## src/sv/plcr_pkg.sv

```systemverilog
// ----------------------------------------------------------------------------
// plcr_pkg: shared types and constants of the polyline colinear point remover
// Payload structs, sequencer and phase enums, multiplier op bundle and the
// derived widths of the limb-split squared-distance arithmetic.
// ----------------------------------------------------------------------------
package plcr_pkg;

   // Coordinate format: signed 16.8 fixed point
   localparam int COORD_BITS = 24;
   localparam int TOL_W      = 16;
   localparam logic [TOL_W-1:0] TOL_RESET = TOL_W'(256);

   // Shared multiplier: one limb plus one extra bit per operand
   localparam int LIMB_W = (COORD_BITS > TOL_W) ? COORD_BITS : TOL_W;
   localparam int MUL_W  = LIMB_W + 1;
   localparam int PROD_W = 2 * MUL_W;
   // Cross product magnitude and tol*|d| both fit in two limbs plus one bit
   localparam int CR_W   = 2 * LIMB_W + 1;
   // Signed accumulator holding tol^2*L2 - cross^2 without overflow
   localparam int ACC_W  = 4 * LIMB_W + 3;
   localparam int STEP_W = 4;

   typedef enum logic [1:0] {
      PH_EMPTY = 2'd0,
      PH_ONE   = 2'd1,
      PH_LINE  = 2'd2
   } phase_type;

   typedef enum logic [2:0] {
      ST_IDLE,
      ST_CALC,
      ST_SHIFT,
      ST_FLUSH_A,
      ST_FLUSH_E
   } state_type;

   // Left shift applied to a product before accumulation
   typedef enum logic [1:0] {
      SH_NONE,
      SH_MID,
      SH_HIGH
   } shift_type;

   typedef struct packed {
      logic                         cmd;
      logic signed [COORD_BITS-1:0] pt_x;
      logic signed [COORD_BITS-1:0] pt_y;
   } plcr_req_type;

   typedef struct packed {
      logic signed [COORD_BITS-1:0] out_x;
      logic signed [COORD_BITS-1:0] out_y;
      logic                         last_of_run;
   } plcr_rsp_type;

   // One issue slot of the shared multiply-accumulate unit
   typedef struct packed {
      logic             en;
      logic             clr;
      logic             sub;
      shift_type        shift;
      logic [MUL_W-1:0] a;
      logic [MUL_W-1:0] b;
   } plcr_mul_op_type;

   // Magnitude of a coordinate difference (fits in COORD_BITS)
   function automatic logic [COORD_BITS-1:0] mag_of(input logic signed [COORD_BITS:0] v);
      logic signed [COORD_BITS:0] n;
      n = v[COORD_BITS] ? -v : v;
      return n[COORD_BITS-1:0];
   endfunction

   function automatic logic [MUL_W-1:0] widen_coord(input logic [COORD_BITS-1:0] v);
      return {{(MUL_W-COORD_BITS){1'b0}}, v};
   endfunction

   function automatic logic [MUL_W-1:0] widen_tol(input logic [TOL_W-1:0] v);
      return {{(MUL_W-TOL_W){1'b0}}, v};
   endfunction

   function automatic logic [MUL_W-1:0] limb_lo(input logic [CR_W-1:0] v);
      return {{(MUL_W-LIMB_W){1'b0}}, v[LIMB_W-1:0]};
   endfunction

   function automatic logic [MUL_W-1:0] limb_hi(input logic [CR_W-1:0] v);
      return v[CR_W-1:LIMB_W];
   endfunction

   // Magnitude of the accumulator, cut to the cross product width
   function automatic logic [CR_W-1:0] acc_mag(input logic signed [ACC_W-1:0] v);
      logic signed [ACC_W-1:0] n;
      n = v[ACC_W-1] ? -v : v;
      return n[CR_W-1:0];
   endfunction

endpackage

```

## src/sv/plcr_mul_unit.sv

```systemverilog
// ----------------------------------------------------------------------------
// plcr_mul_unit: shared multiply-accumulate unit
// Stage one registers an unsigned MUL_W x MUL_W product, stage two shifts it
// by a limb offset and adds it to or subtracts it from a signed accumulator.
// ----------------------------------------------------------------------------
module plcr_mul_unit (
   input  logic                                   clock,
   input  logic                                   reset,
   input  plcr_pkg::plcr_mul_op_type              op,
   output logic [plcr_pkg::PROD_W-1:0]            prod,
   output logic signed [plcr_pkg::ACC_W-1:0]      acc
);

   logic [plcr_pkg::PROD_W-1:0]       prod_ff, prod_in;
   logic                              en_ff, en_in;
   logic                              clr_ff, clr_in;
   logic                              sub_ff, sub_in;
   plcr_pkg::shift_type               shift_ff, shift_in;
   logic [plcr_pkg::ACC_W-1:0]        ext, shifted;
   logic signed [plcr_pkg::ACC_W-1:0] acc_ff, acc_in, base;

   // Multiply stage
   assign prod_in  = {{plcr_pkg::MUL_W{1'b0}}, op.a} * {{plcr_pkg::MUL_W{1'b0}}, op.b};
   assign en_in    = op.en;
   assign clr_in   = op.clr;
   assign sub_in   = op.sub;
   assign shift_in = op.shift;

   // Accumulate stage: align the product to its limb position
   assign ext = {{(plcr_pkg::ACC_W-plcr_pkg::PROD_W){1'b0}}, prod_ff};

   always_comb begin
      case (shift_ff)
         plcr_pkg::SH_NONE: shifted = ext;
         plcr_pkg::SH_MID:  shifted = ext << (plcr_pkg::LIMB_W + 1);
         plcr_pkg::SH_HIGH: shifted = ext << (2 * plcr_pkg::LIMB_W);
         default:           shifted = ext;
      endcase
   end

   always_comb begin
      base   = clr_ff ? '0 : acc_ff;
      acc_in = acc_ff;
      if (en_ff) begin
         acc_in = sub_ff ? (base - $signed(shifted)) : (base + $signed(shifted));
      end
   end

   // Hold the enable with reset; product, clear, subtract, shift and accumulator without
   always_ff @(posedge clock) begin
      if (reset) begin
         en_ff <= 1'b0;
      end else begin
         en_ff <= en_in;
      end
   end

   always_ff @(posedge clock) begin
      prod_ff  <= prod_in;
      clr_ff   <= clr_in;
      sub_ff   <= sub_in;
      shift_ff <= shift_in;
      acc_ff   <= acc_in;
   end

   assign prod = prod_ff;
   assign acc  = acc_ff;

endmodule

```

## src/sv/plcr_seq.sv

```systemverilog
// ----------------------------------------------------------------------------
// plcr_seq: point sequencer
// Holds phase, anchor and end points, steps the micro-program that feeds the
// shared multiply-accumulate unit, decides keep or shift, and emits points.
// ----------------------------------------------------------------------------
module plcr_seq (
   input  logic                                  clock,
   input  logic                                  reset,
   input  logic                                  req_valid,
   output logic                                  req_ready,
   input  plcr_pkg::plcr_req_type                req_payload,
   input  logic [plcr_pkg::TOL_W-1:0]            tol,
   input  logic                                  out_free,
   output logic                                  out_load,
   output plcr_pkg::plcr_rsp_type                out_data,
   output plcr_pkg::plcr_mul_op_type             op,
   input  logic [plcr_pkg::PROD_W-1:0]           prod,
   input  logic signed [plcr_pkg::ACC_W-1:0]     acc
);

   localparam logic [plcr_pkg::STEP_W-1:0] STEP_CAP_CR = 4'd3;
   localparam logic [plcr_pkg::STEP_W-1:0] STEP_CAP_V  = 4'd4;
   localparam logic [plcr_pkg::STEP_W-1:0] ONE_DONE    = 4'd4;
   localparam logic [plcr_pkg::STEP_W-1:0] LINE_DONE   = 4'd14;

   plcr_pkg::state_type                 state_ff, state_in;
   plcr_pkg::phase_type                 phase_ff, phase_in;
   logic [plcr_pkg::STEP_W-1:0]         step_ff, step_in;
   logic [plcr_pkg::COORD_BITS-1:0]     anchor_x_ff, anchor_x_in, anchor_y_ff, anchor_y_in;
   logic [plcr_pkg::COORD_BITS-1:0]     end_x_ff, end_x_in, end_y_ff, end_y_in;
   logic [plcr_pkg::COORD_BITS-1:0]     pt_x_ff, pt_x_in, pt_y_ff, pt_y_in;
   logic [plcr_pkg::CR_W-1:0]           cr_ff, cr_in, u_ff, u_in, v_ff, v_in;

   logic signed [plcr_pkg::COORD_BITS:0] sx, sy, qx, qy;
   logic [plcr_pkg::COORD_BITS-1:0]      sx_m, sy_m, qx_m, qy_m;
   logic [plcr_pkg::MUL_W-1:0]           tol_w;
   logic                                 na, nb, acc_pos;

   // Segment and point offsets from the anchor
   always_comb begin
      sx = {end_x_ff[plcr_pkg::COORD_BITS-1], end_x_ff}
         - {anchor_x_ff[plcr_pkg::COORD_BITS-1], anchor_x_ff};
      sy = {end_y_ff[plcr_pkg::COORD_BITS-1], end_y_ff}
         - {anchor_y_ff[plcr_pkg::COORD_BITS-1], anchor_y_ff};
      qx = {pt_x_ff[plcr_pkg::COORD_BITS-1], pt_x_ff}
         - {anchor_x_ff[plcr_pkg::COORD_BITS-1], anchor_x_ff};
      qy = {pt_y_ff[plcr_pkg::COORD_BITS-1], pt_y_ff}
         - {anchor_y_ff[plcr_pkg::COORD_BITS-1], anchor_y_ff};
      sx_m = plcr_pkg::mag_of(sx);
      sy_m = plcr_pkg::mag_of(sy);
      qx_m = plcr_pkg::mag_of(qx);
      qy_m = plcr_pkg::mag_of(qy);
      na   = sx[plcr_pkg::COORD_BITS] ^ qy[plcr_pkg::COORD_BITS];
      nb   = sy[plcr_pkg::COORD_BITS] ^ qx[plcr_pkg::COORD_BITS];
      tol_w = plcr_pkg::widen_tol(tol);
   end

   assign acc_pos = !acc[plcr_pkg::ACC_W-1] && (acc != '0);

   // Micro-program: issue one product per step into the shared unit.
   // Line phase builds cross = sx*qy - sy*qx, then
   // acc = (tol*sx)^2 + (tol*sy)^2 - cross^2 over limb products.
   // One-point phase builds acc = qx^2 + qy^2 - tol^2.
   always_comb begin
      op = '0;
      if (state_ff == plcr_pkg::ST_CALC) begin
         if (phase_ff == plcr_pkg::PH_LINE) begin
            case (step_ff)
               4'd0: begin
                  op.a = plcr_pkg::widen_coord(sx_m); op.b = plcr_pkg::widen_coord(qy_m);
                  op.en = 1'b1; op.clr = 1'b1; op.sub = na;
               end
               4'd1: begin
                  op.a = plcr_pkg::widen_coord(sy_m); op.b = plcr_pkg::widen_coord(qx_m);
                  op.en = 1'b1; op.sub = !nb;
               end
               4'd2: begin
                  op.a = tol_w; op.b = plcr_pkg::widen_coord(sx_m);
               end
               4'd3: begin
                  op.a = tol_w; op.b = plcr_pkg::widen_coord(sy_m);
               end
               4'd4: begin
                  op.a = plcr_pkg::limb_lo(cr_ff); op.b = plcr_pkg::limb_lo(cr_ff);
                  op.en = 1'b1; op.clr = 1'b1; op.sub = 1'b1;
               end
               4'd5: begin
                  op.a = plcr_pkg::limb_lo(cr_ff); op.b = plcr_pkg::limb_hi(cr_ff);
                  op.en = 1'b1; op.sub = 1'b1; op.shift = plcr_pkg::SH_MID;
               end
               4'd6: begin
                  op.a = plcr_pkg::limb_hi(cr_ff); op.b = plcr_pkg::limb_hi(cr_ff);
                  op.en = 1'b1; op.sub = 1'b1; op.shift = plcr_pkg::SH_HIGH;
               end
               4'd7: begin
                  op.a = plcr_pkg::limb_lo(u_ff); op.b = plcr_pkg::limb_lo(u_ff);
                  op.en = 1'b1;
               end
               4'd8: begin
                  op.a = plcr_pkg::limb_lo(u_ff); op.b = plcr_pkg::limb_hi(u_ff);
                  op.en = 1'b1; op.shift = plcr_pkg::SH_MID;
               end
               4'd9: begin
                  op.a = plcr_pkg::limb_hi(u_ff); op.b = plcr_pkg::limb_hi(u_ff);
                  op.en = 1'b1; op.shift = plcr_pkg::SH_HIGH;
               end
               4'd10: begin
                  op.a = plcr_pkg::limb_lo(v_ff); op.b = plcr_pkg::limb_lo(v_ff);
                  op.en = 1'b1;
               end
               4'd11: begin
                  op.a = plcr_pkg::limb_lo(v_ff); op.b = plcr_pkg::limb_hi(v_ff);
                  op.en = 1'b1; op.shift = plcr_pkg::SH_MID;
               end
               4'd12: begin
                  op.a = plcr_pkg::limb_hi(v_ff); op.b = plcr_pkg::limb_hi(v_ff);
                  op.en = 1'b1; op.shift = plcr_pkg::SH_HIGH;
               end
               default: op = '0;
            endcase
         end else begin
            case (step_ff)
               4'd0: begin
                  op.a = plcr_pkg::widen_coord(qx_m); op.b = plcr_pkg::widen_coord(qx_m);
                  op.en = 1'b1; op.clr = 1'b1;
               end
               4'd1: begin
                  op.a = plcr_pkg::widen_coord(qy_m); op.b = plcr_pkg::widen_coord(qy_m);
                  op.en = 1'b1;
               end
               4'd2: begin
                  op.a = tol_w; op.b = tol_w;
                  op.en = 1'b1; op.sub = 1'b1;
               end
               default: op = '0;
            endcase
         end
      end
   end

   // Next state, point registers and result loading
   always_comb begin
      state_in    = state_ff;
      phase_in    = phase_ff;
      step_in     = step_ff;
      anchor_x_in = anchor_x_ff;
      anchor_y_in = anchor_y_ff;
      end_x_in    = end_x_ff;
      end_y_in    = end_y_ff;
      pt_x_in     = pt_x_ff;
      pt_y_in     = pt_y_ff;
      cr_in       = cr_ff;
      u_in        = u_ff;
      v_in        = v_ff;
      req_ready   = 1'b0;
      out_load    = 1'b0;
      out_data    = '0;

      case (state_ff)
         plcr_pkg::ST_IDLE: begin
            req_ready = 1'b1;
            if (req_valid) begin
               step_in = '0;
               if (req_payload.cmd) begin
                  case (phase_ff)
                     plcr_pkg::PH_ONE, plcr_pkg::PH_LINE: state_in = plcr_pkg::ST_FLUSH_A;
                     default: phase_in = plcr_pkg::PH_EMPTY;
                  endcase
               end else begin
                  pt_x_in = req_payload.pt_x;
                  pt_y_in = req_payload.pt_y;
                  case (phase_ff)
                     plcr_pkg::PH_ONE, plcr_pkg::PH_LINE: state_in = plcr_pkg::ST_CALC;
                     default: begin
                        anchor_x_in = req_payload.pt_x;
                        anchor_y_in = req_payload.pt_y;
                        phase_in    = plcr_pkg::PH_ONE;
                     end
                  endcase
               end
            end
         end

         plcr_pkg::ST_CALC: begin
            step_in = step_ff + 1'b1;
            if (phase_ff == plcr_pkg::PH_LINE) begin
               // capture cross magnitude and tol*|sx|, then tol*|sy|
               if (step_ff == STEP_CAP_CR) begin
                  cr_in = plcr_pkg::acc_mag(acc);
                  u_in  = prod[plcr_pkg::CR_W-1:0];
               end
               if (step_ff == STEP_CAP_V) begin
                  v_in = prod[plcr_pkg::CR_W-1:0];
               end
               if (step_ff == LINE_DONE) begin
                  if (acc_pos) begin
                     end_x_in = pt_x_ff;
                     end_y_in = pt_y_ff;
                     state_in = plcr_pkg::ST_IDLE;
                  end else begin
                     state_in = plcr_pkg::ST_SHIFT;
                  end
               end
            end else if (step_ff == ONE_DONE) begin
               if (acc_pos) begin
                  end_x_in = pt_x_ff;
                  end_y_in = pt_y_ff;
                  phase_in = plcr_pkg::PH_LINE;
               end
               state_in = plcr_pkg::ST_IDLE;
            end
         end

         plcr_pkg::ST_SHIFT: begin
            if (out_free) begin
               out_load             = 1'b1;
               out_data.out_x       = anchor_x_ff;
               out_data.out_y       = anchor_y_ff;
               out_data.last_of_run = 1'b1;
               anchor_x_in          = end_x_ff;
               anchor_y_in          = end_y_ff;
               end_x_in             = pt_x_ff;
               end_y_in             = pt_y_ff;
               state_in             = plcr_pkg::ST_IDLE;
            end
         end

         plcr_pkg::ST_FLUSH_A: begin
            if (out_free) begin
               out_load             = 1'b1;
               out_data.out_x       = anchor_x_ff;
               out_data.out_y       = anchor_y_ff;
               out_data.last_of_run = (phase_ff != plcr_pkg::PH_LINE);
               if (phase_ff == plcr_pkg::PH_LINE) begin
                  state_in = plcr_pkg::ST_FLUSH_E;
               end else begin
                  phase_in = plcr_pkg::PH_EMPTY;
                  state_in = plcr_pkg::ST_IDLE;
               end
            end
         end

         plcr_pkg::ST_FLUSH_E: begin
            if (out_free) begin
               out_load             = 1'b1;
               out_data.out_x       = end_x_ff;
               out_data.out_y       = end_y_ff;
               out_data.last_of_run = 1'b1;
               phase_in             = plcr_pkg::PH_EMPTY;
               state_in             = plcr_pkg::ST_IDLE;
            end
         end

         default: state_in = plcr_pkg::ST_IDLE;
      endcase
   end

   // State register
   always_ff @(posedge clock) begin
      if (reset) begin
         state_ff <= plcr_pkg::ST_IDLE;
         phase_ff <= plcr_pkg::PH_EMPTY;
         step_ff  <= '0;
      end else begin
         state_ff <= state_in;
         phase_ff <= phase_in;
         step_ff  <= step_in;
      end
   end

   // Point and operand registers
   always_ff @(posedge clock) begin
      anchor_x_ff <= anchor_x_in;
      anchor_y_ff <= anchor_y_in;
      end_x_ff    <= end_x_in;
      end_y_ff    <= end_y_in;
      pt_x_ff     <= pt_x_in;
      pt_y_ff     <= pt_y_in;
      cr_ff       <= cr_in;
      u_ff        <= u_in;
      v_ff        <= v_in;
   end

endmodule

```

## src/sv/polyline_colinear_point_remover_unit.sv

```systemverilog
// ----------------------------------------------------------------------------
// polyline_colinear_point_remover_unit: streaming polyline simplifier
// Drops points closer than the tolerance to the line through the kept anchor
// and end point; emits anchors as the line shifts and the rest on a flush.
// ----------------------------------------------------------------------------
//
//   port group   direction   flow control     carries
//   req_*        in          valid / ready    plcr_req_type (cmd, pt_x, pt_y)
//   rsp_*        out         valid / ready    plcr_rsp_type (out_x, out_y, last)
//   csr_*        in          write enable     tolerance, 16 bit
//
// A push in empty phase only records the anchor; in the other phases the
// sequencer runs the multiplier micro-program, and in line phase it may emit
// the anchor; a flush emits up to two points. In line phase the single shared
// two-stage multiply-accumulate pipeline takes 13 products, one per cycle.
// Reset is synchronous: phase returns to empty, tolerance to 256.
// A stalled result sits in the output register; the next item is still
// accepted, and the sequencer waits only when it has a new point to emit.
//
module polyline_colinear_point_remover_unit (
   input  logic                              clock,
   input  logic                              reset,
   input  logic                              req_valid,
   output logic                              req_ready,
   input  plcr_pkg::plcr_req_type            req_payload,
   output logic                              rsp_valid,
   input  logic                              rsp_ready,
   output plcr_pkg::plcr_rsp_type            rsp_payload,
   input  logic                              csr_wr_en,
   input  logic [plcr_pkg::TOL_W-1:0]        csr_wr_data
);

   logic [plcr_pkg::TOL_W-1:0]        tol_ff, tol_in;
   logic                              rsp_valid_ff, rsp_valid_in;
   plcr_pkg::plcr_rsp_type            rsp_ff, rsp_in;
   logic                              out_free, out_load;
   plcr_pkg::plcr_rsp_type            out_data;
   plcr_pkg::plcr_mul_op_type         mul_op;
   logic [plcr_pkg::PROD_W-1:0]       prod;
   logic signed [plcr_pkg::ACC_W-1:0] acc;

   // Tolerance register
   assign tol_in = csr_wr_en ? csr_wr_data : tol_ff;

   // Output register: load a new result when empty or drained this cycle
   assign out_free     = !rsp_valid_ff || rsp_ready;
   assign rsp_valid_in = out_load ? 1'b1 : (rsp_valid_ff && !rsp_ready);
   assign rsp_in       = out_load ? out_data : rsp_ff;

   always_ff @(posedge clock) begin
      if (reset) begin
         tol_ff       <= plcr_pkg::TOL_RESET;
         rsp_valid_ff <= 1'b0;
      end else begin
         tol_ff       <= tol_in;
         rsp_valid_ff <= rsp_valid_in;
      end
   end

   always_ff @(posedge clock) begin
      rsp_ff <= rsp_in;
   end

   assign rsp_valid   = rsp_valid_ff;
   assign rsp_payload = rsp_ff;

   plcr_seq u_seq (
      .clock       (clock),
      .reset       (reset),
      .req_valid   (req_valid),
      .req_ready   (req_ready),
      .req_payload (req_payload),
      .tol         (tol_ff),
      .out_free    (out_free),
      .out_load    (out_load),
      .out_data    (out_data),
      .op          (mul_op),
      .prod        (prod),
      .acc         (acc)
   );

   plcr_mul_unit u_mul (
      .clock (clock),
      .reset (reset),
      .op    (mul_op),
      .prod  (prod),
      .acc   (acc)
   );

endmodule
```

## config.mk

```make
export PLATFORM = sky130hd
export DESIGN_NAME = polyline_colinear_point_remover_unit
export DESIGN_NICKNAME = d
export VERILOG_FILES = /design/src/sv/plcr_pkg.sv /design/src/sv/plcr_mul_unit.sv /design/src/sv/plcr_seq.sv /design/src/sv/polyline_colinear_point_remover_unit.sv
export SDC_FILE = /design/constraint.sdc
export NUM_CORES = 2
export LEC_CHECK = 0
export BUFFER_PORTS_ARGS = -buffer_cell sky130_fd_sc_hd__buf_2
export CAP_MARGIN = 20
export CORE_ASPECT_RATIO = 2
export CORE_MARGIN = 3
export CORE_UTILIZATION = 60
export DETAILED_ROUTE_END_ITERATION = 7
export HOLD_SLACK_MARGIN = 0.08
export PLACE_DENSITY_LB_ADDON = 0.3
export SLEW_MARGIN = 20
export SYNTH_ARGS = -nofsm -noshare
export SYNTH_HDL_FRONTEND = slang
export SYNTH_HIERARCHICAL = 1
export SYNTH_SLANG_ARGS = --single-unit
```

## constraint.sdc

```tcl
create_clock -name clock -period 16.1 [get_ports clock]
set_clock_uncertainty 0.05 [all_clocks]
set_input_delay 2.415 -clock clock [delete_from_list [all_inputs] [get_ports clock]]
set_output_delay 2.415 -clock clock [all_outputs]
set_load 0.005 [all_outputs]
```

# Word level (Yosys, flattened, before mapping)
# Cells that the tools add are included.
[op_classes]
n_addsub = 12
multipliers = 1
eq_ne = 36
mux = 74
n_bitwise = 4
n_reduce_logical = 33
[op_table]
columns = ["op", "n"]
rows = [
  ["$pmux 50 s13", 1],
  ["$mux 24", 22],
  ["$pmux 49 s3", 2],
  ["$mux 99", 2],
  ["$mux 49", 4],
  ["$pmux 98 s2", 1],
  ["$pmux 24 s2", 4],
  ["$sub 24x24->25", 4],
  ["$add 99x99->99", 1],
  ["$reduce_bool 99->1", 1],
  ["$sub 99x99->99", 1],
  ["$neg 24->24", 4],
  ["$mux 55", 1],
  ["$mul 25x25->50", 1],
  ["$mux 50", 1],
  ["$neg 49->49", 1],
  ["$mux 3", 10],
  ["$eq 4x4->1 const B", 6],
  ["$mux 2", 11],
  ["$ne 2x2->1 const B", 11],
  ["$eq 4x3->1 const B", 4],
  ["$reduce_or 3->1", 5],
  ["$pmux 3 s4", 1],
  ["$reduce_or 11->1", 1],
  ["32 further kinds", 60],
]
[word_totals]
reg_bits = 520
inputBits = 70
output_inout_bits = 51
wordCells = 183

# Logic depth before layout (Yosys ltp)
[logic_depth]
ltp_word = 7
depth_mapped = 46
mapped_depth_nobuf = 43

# Modules after synthesis
# Netlist, hierarchy kept.
[by_module_without_submodules]
columns = ["mod", "instances", "cells_per_inst", "area_per_inst_um2", "seq_area_each_um2"]
rows = [
  ["plcr_mul_unit", 1, 4111, 34807.1, 4073.9],
  ["plcr_seq", 1, 2444, 22968.3, 8918.6],
  ["polyline_colinear_point_remover_unit", 1, 105, 2089.5, 1811.7],
]

# Least setup slack after synthesis
# Ideal clock, no wire load.
[synth_path]
path_type = "reg-to-reg"
start = "register u_seq.state_ff[0]"
end = "register u_mul.prod_ff, in the netlist u_mul/prod[42]"
setup_ns = 0.134
arrival_ns = 12.560
required_ns = 15.916
path_slack_ns = 3.356
stages_incl_launch_ff = 31
synth_period_minus_slack_ns = 12.744
path_cell_list = "dfxtp_1 inv_1 or3_2 buf_6 nor2_1 nand2_1 nor2_1 nand2b_1 o211ai_1 clkbuf_1 and2_1 fa_1 fa_1 fa_1 fa_1 fa_1 fa_1 inv_1 fa_1 inv_1 ha_1 a21o_1 a21o_1 a21o_1 a21o_1 a21oi_1 o21ai_0 a41oi_1 o21ai_0 nor4b_1 or4_1"
[synth_lines]
columns = ["item", "line_no", "source"]
rows = [
  ["start: declaration", "plcr_seq.sv:26", "plcr_pkg::state_type state_ff, state_in;"],
  ["start signal: assignment", "plcr_seq.sv:261", "state_ff <= plcr_pkg::ST_IDLE;"],
  ["start signal: assignment", "plcr_seq.sv:265", "state_ff <= state_in;"],
  ["end signal: assignment", "plcr_mul_unit.sv:59", "prod_ff <= prod_in;"],
  ["end: declaration", "plcr_mul_unit.sv:14", "logic [plcr_pkg::PROD_W-1:0] prod_ff, prod_in;"],
]

==> results.md <==
* CP max FO at 25
* Routed wire length at 225600 µm
* Synth Area in Compound Gates at 0.1713
* Clock Latency Late Sink at about 0.68 ns
* Yosys top cell by area: edfxtp_1
* Synth area leaders: edfxtp_1, fa_1, ha_1, inv_1, nand2_1
* TritonCTS Sinks at 520
* DRT Pass-1 Iters at 8
* Class of the worst hold path: reg2reg
* Syn Nets at 7653
* Crit path arrival time at 12.92 ns
* DP HPWL at about 170000 µm
* Cell mode on critical path: fa_1
* Buf+Inv Stages, Crit Path at 5
* Layout cells sized above 1 at 0.07423
* Largest family of logic cells by synthesized area: adder cells
* Final ANT Viol Nets at 0
* Core area at 0.09891 mm²
* Setup CP Type: reg2reg
* Most common cell after layout, fill and taps aside: inv_1
* Largest delay share family, worst path: adder cells
* Synth Warn # at 6
* Pre-CTS setup slack at roughly 3.7 ns
* I/O pin total at 121
* Vias in the first global route at 54.73k
* Status: finished with violations
* Slew Limit Fails at 0
* Crit path time final at roughly 12 ns
* GRT overflow at 0
* Post-Syn Area at roughly 0.060 mm²
* First-pass GRT wire length at 335700 µm
* Simple-gate share of the synthesized area at 0.1763
* Critical Path End Type: flip-flop
* Area share of xor/xnor cells in the synthesized design at 0.06028
* CTS buffer count at 50
* CTS clk-pin slew, worst paths at roughly 0.07 ns
* Post-synth EDFFs at around 440
* Post-Syn Area per Cell at roughly 9.0 µm²
* Yosys top cell area share at 0.2202
* # resized after CTS at 0
* Synth Register Bits at between 500 and 600
* Most frequent cells in the layout: inv_1, nand2_1, fa_1, edfxtp_1, a21oi_1
* Fin. Hold Viols at 0
* CTS tree: done
* GRT Total Usage at 0.4314
* Pin count of the biggest net entering global routing at approximately 100
* Clock root cell: clkbuf_16
* Final setup viols at 0
* DR DRC count at 52
* Starting Density at 0.6052
* Height of the die at approximately 450 µm
* Full die area at about 0.10 mm²
* Critical path's slowest cell: xor2_1
* Port Buf Inserts at 120
* Synth async-reset ratio at 0
* CP max stage delay at about 0.9 ns
* Count of cell types in the netlist at around 110
* Worst-Margin Slew at approximately 1.2 ns
* H-tree levels at 2
* Multiplexer area fraction after synthesis at 0.01206
* Fill count at between 8k and 9k
* Fin worst setup slack at between 3 and 4 ns
* F_max at 80.15 MHz
* Slew margin rel. at 0.1875
* Post-synth top flop: edfxtp_1
* Die X-Extent at approximately 230 µm
* Post-Synthesis Cells at about 6.7k
* Nets at approximately 7.6k
* Design area at between 0.06 and 0.07 mm²
* Via/cell ratio at ~6.7
* Worst EP required at 16.54 ns
* Hold-fix buffers, CTS at 0
* Fin Setup TNS at 0 ns
* Area growth, synth to finish at 5.913%
* CTS Buffer Depth at 3
* Crit share post-route at 0.7749
* Via Count at around 53k
* Dpl cell area at 0.06156 mm²
* Global placement routability congestion at approximately 1.0
* Row cnt at approximately 160
* Initial antenna violation count at 11
* RSZ-0062 raised after global routing: no
* Max_cap viols at 0
* Startpoint Class: flip-flop
* DR iter-0 viols at between 5k and 6k
* Post-CTS Setup Repair Bufs at 0
* Register area share after synthesis at 0.2473
* Failing checks: design-rule violations
* Wire length per cell at between 20 and 30 µm
* Area share of fa/ha/maj cells after synthesis at 0.2595
[logic make-up after synthesis]
kind of cell / after synthesis
compound gates: 1529
xor+xnor: 412
fa+ha+maj: 923
buf+inv: 1116
flops: 520
mux: 66
simple gates: 2094
[layout make-up]
type	instances	area [µm²]	share of cell area
inverter	755	2834	0.04470
antenna	9	22.52	0.0003552
tap	1320	1652	0.02605
sequential	520	14810	0.2336
multi-input combinational	5024	40950	0.6458
clock inverter	36	462.9	0.007301
timing repair buffer	222	1370	0.02161
clock buffer	58	1301	0.02052
[sequential cells by signal (all words and copies together), names as in the netlist]
| signal | cells |
|---|---|
| u_seq/step_ff | 4 |
| u_seq/end_y_ff | 24 |
| tol_ff | 16 |
| u_mul/clr_ff | 1 |
| u_seq/cr_ff | 49 |
| u_mul/sub_ff | 1 |
| u_seq/v_ff | 49 |
| u_seq/end_x_ff | 24 |
| u_seq/u_ff | 49 |
| u_mul/shift_ff | 2 |
| u_mul/prod | 50 |
| u_seq/pt_x_ff | 24 |
| u_mul/acc | 99 |
| u_mul/en_ff | 1 |
| u_seq/pt_y_ff | 24 |
| rsp_valid | 1 |
| rsp_payload | 49 |
| u_seq/phase_ff | 2 |
| u_seq/state_ff | 3 |
| u_seq/anchor_x_ff | 24 |
| u_seq/anchor_y_ff | 24 |
[layer usage]
layer  up-vias  GRT usage  share of wire
met2      3293     0.7450           0.49
met4         2     0.4718           0.14
li1      22890          -              -
met3      1396    0.08453          0.075
met5         -          0       0.000040
met1     25750     0.4058           0.30
[synth_stat cells, types with 29 or more instances]
| master | instances |
|---|---|
| edfxtp_1 | 439 |
| nand2_1 | 712 |
| mux2_2 | 49 |
| a21oi_1 | 418 |
| ha_1 | 392 |
| and2_1 | 344 |
| nor2b_1 | 132 |
| xnor2_1 | 258 |
| o21a_1 | 43 |
| nand4_1 | 102 |
| nor4_1 | 30 |
| fa_1 | 531 |
| a221oi_1 | 57 |
| a21o_1 | 98 |
| dfxtp_1 | 81 |
| o21bai_1 | 51 |
| nor3_1 | 75 |
| o21ai_0 | 272 |
| a211oi_1 | 31 |
| xor2_1 | 154 |
| or2_2 | 29 |
| nand2b_1 | 51 |
| a22oi_1 | 83 |
| o211ai_1 | 32 |
| nor2_1 | 344 |
| a31oi_1 | 64 |
| o31ai_1 | 33 |
| a22o_1 | 65 |
| a222oi_1 | 37 |
| or3_1 | 35 |
| nand3_1 | 97 |
| clkbuf_1 | 313 |
| inv_1 | 754 |
[path summary, 6_finish.rpt]
check | startpoint | cells past startpoint | to | slack, ns
max | u_seq/anchor_x_ff[0]$_DFFE_PP_ | 38 | u_mul/prod[42]$_DFF_P_ | 3.62
min | u_seq/pt_y_ff[2]$_DFFE_PP_ | 0 | u_seq/end_y_ff[2]$_DFFE_PP_ | 0.41
min reg2reg | u_seq/pt_y_ff[2]$_DFFE_PP_ | 0 | u_seq/end_y_ff[2]$_DFFE_PP_ | 0.41
max reg2reg | u_seq/anchor_x_ff[0]$_DFFE_PP_ | 38 | u_mul/prod[42]$_DFF_P_ | 3.62
[worst reg2reg max path, delay by kind of cell (launching register included)]
family / cells / cell delay [ns]
AOI/OAI and AO/OA: 14 / 3.38
xor gates and xnor gates: 1 / 0.90
adders and majority gates: 10 / 4.69
DFF: 1 / 0.42
and+or+nand+nor: 8 / 2.26
buffers and inverters: 5 / 0.64
[stage by stage]
stage               std cells  hold WS, ns    util
finish                   7944       0.4129  0.6410
global route             7939       0.4303  0.6409
CTS                      7932       0.4180  0.6401
detailed placement       7838       0.3896  0.6223
global placement         7837       0.3868  0.6223
floorplan                6660       0.3702       -
Power is not shown: default switching activity piles up to over one toggle a cycle in this logic, so the estimate is an artifact.
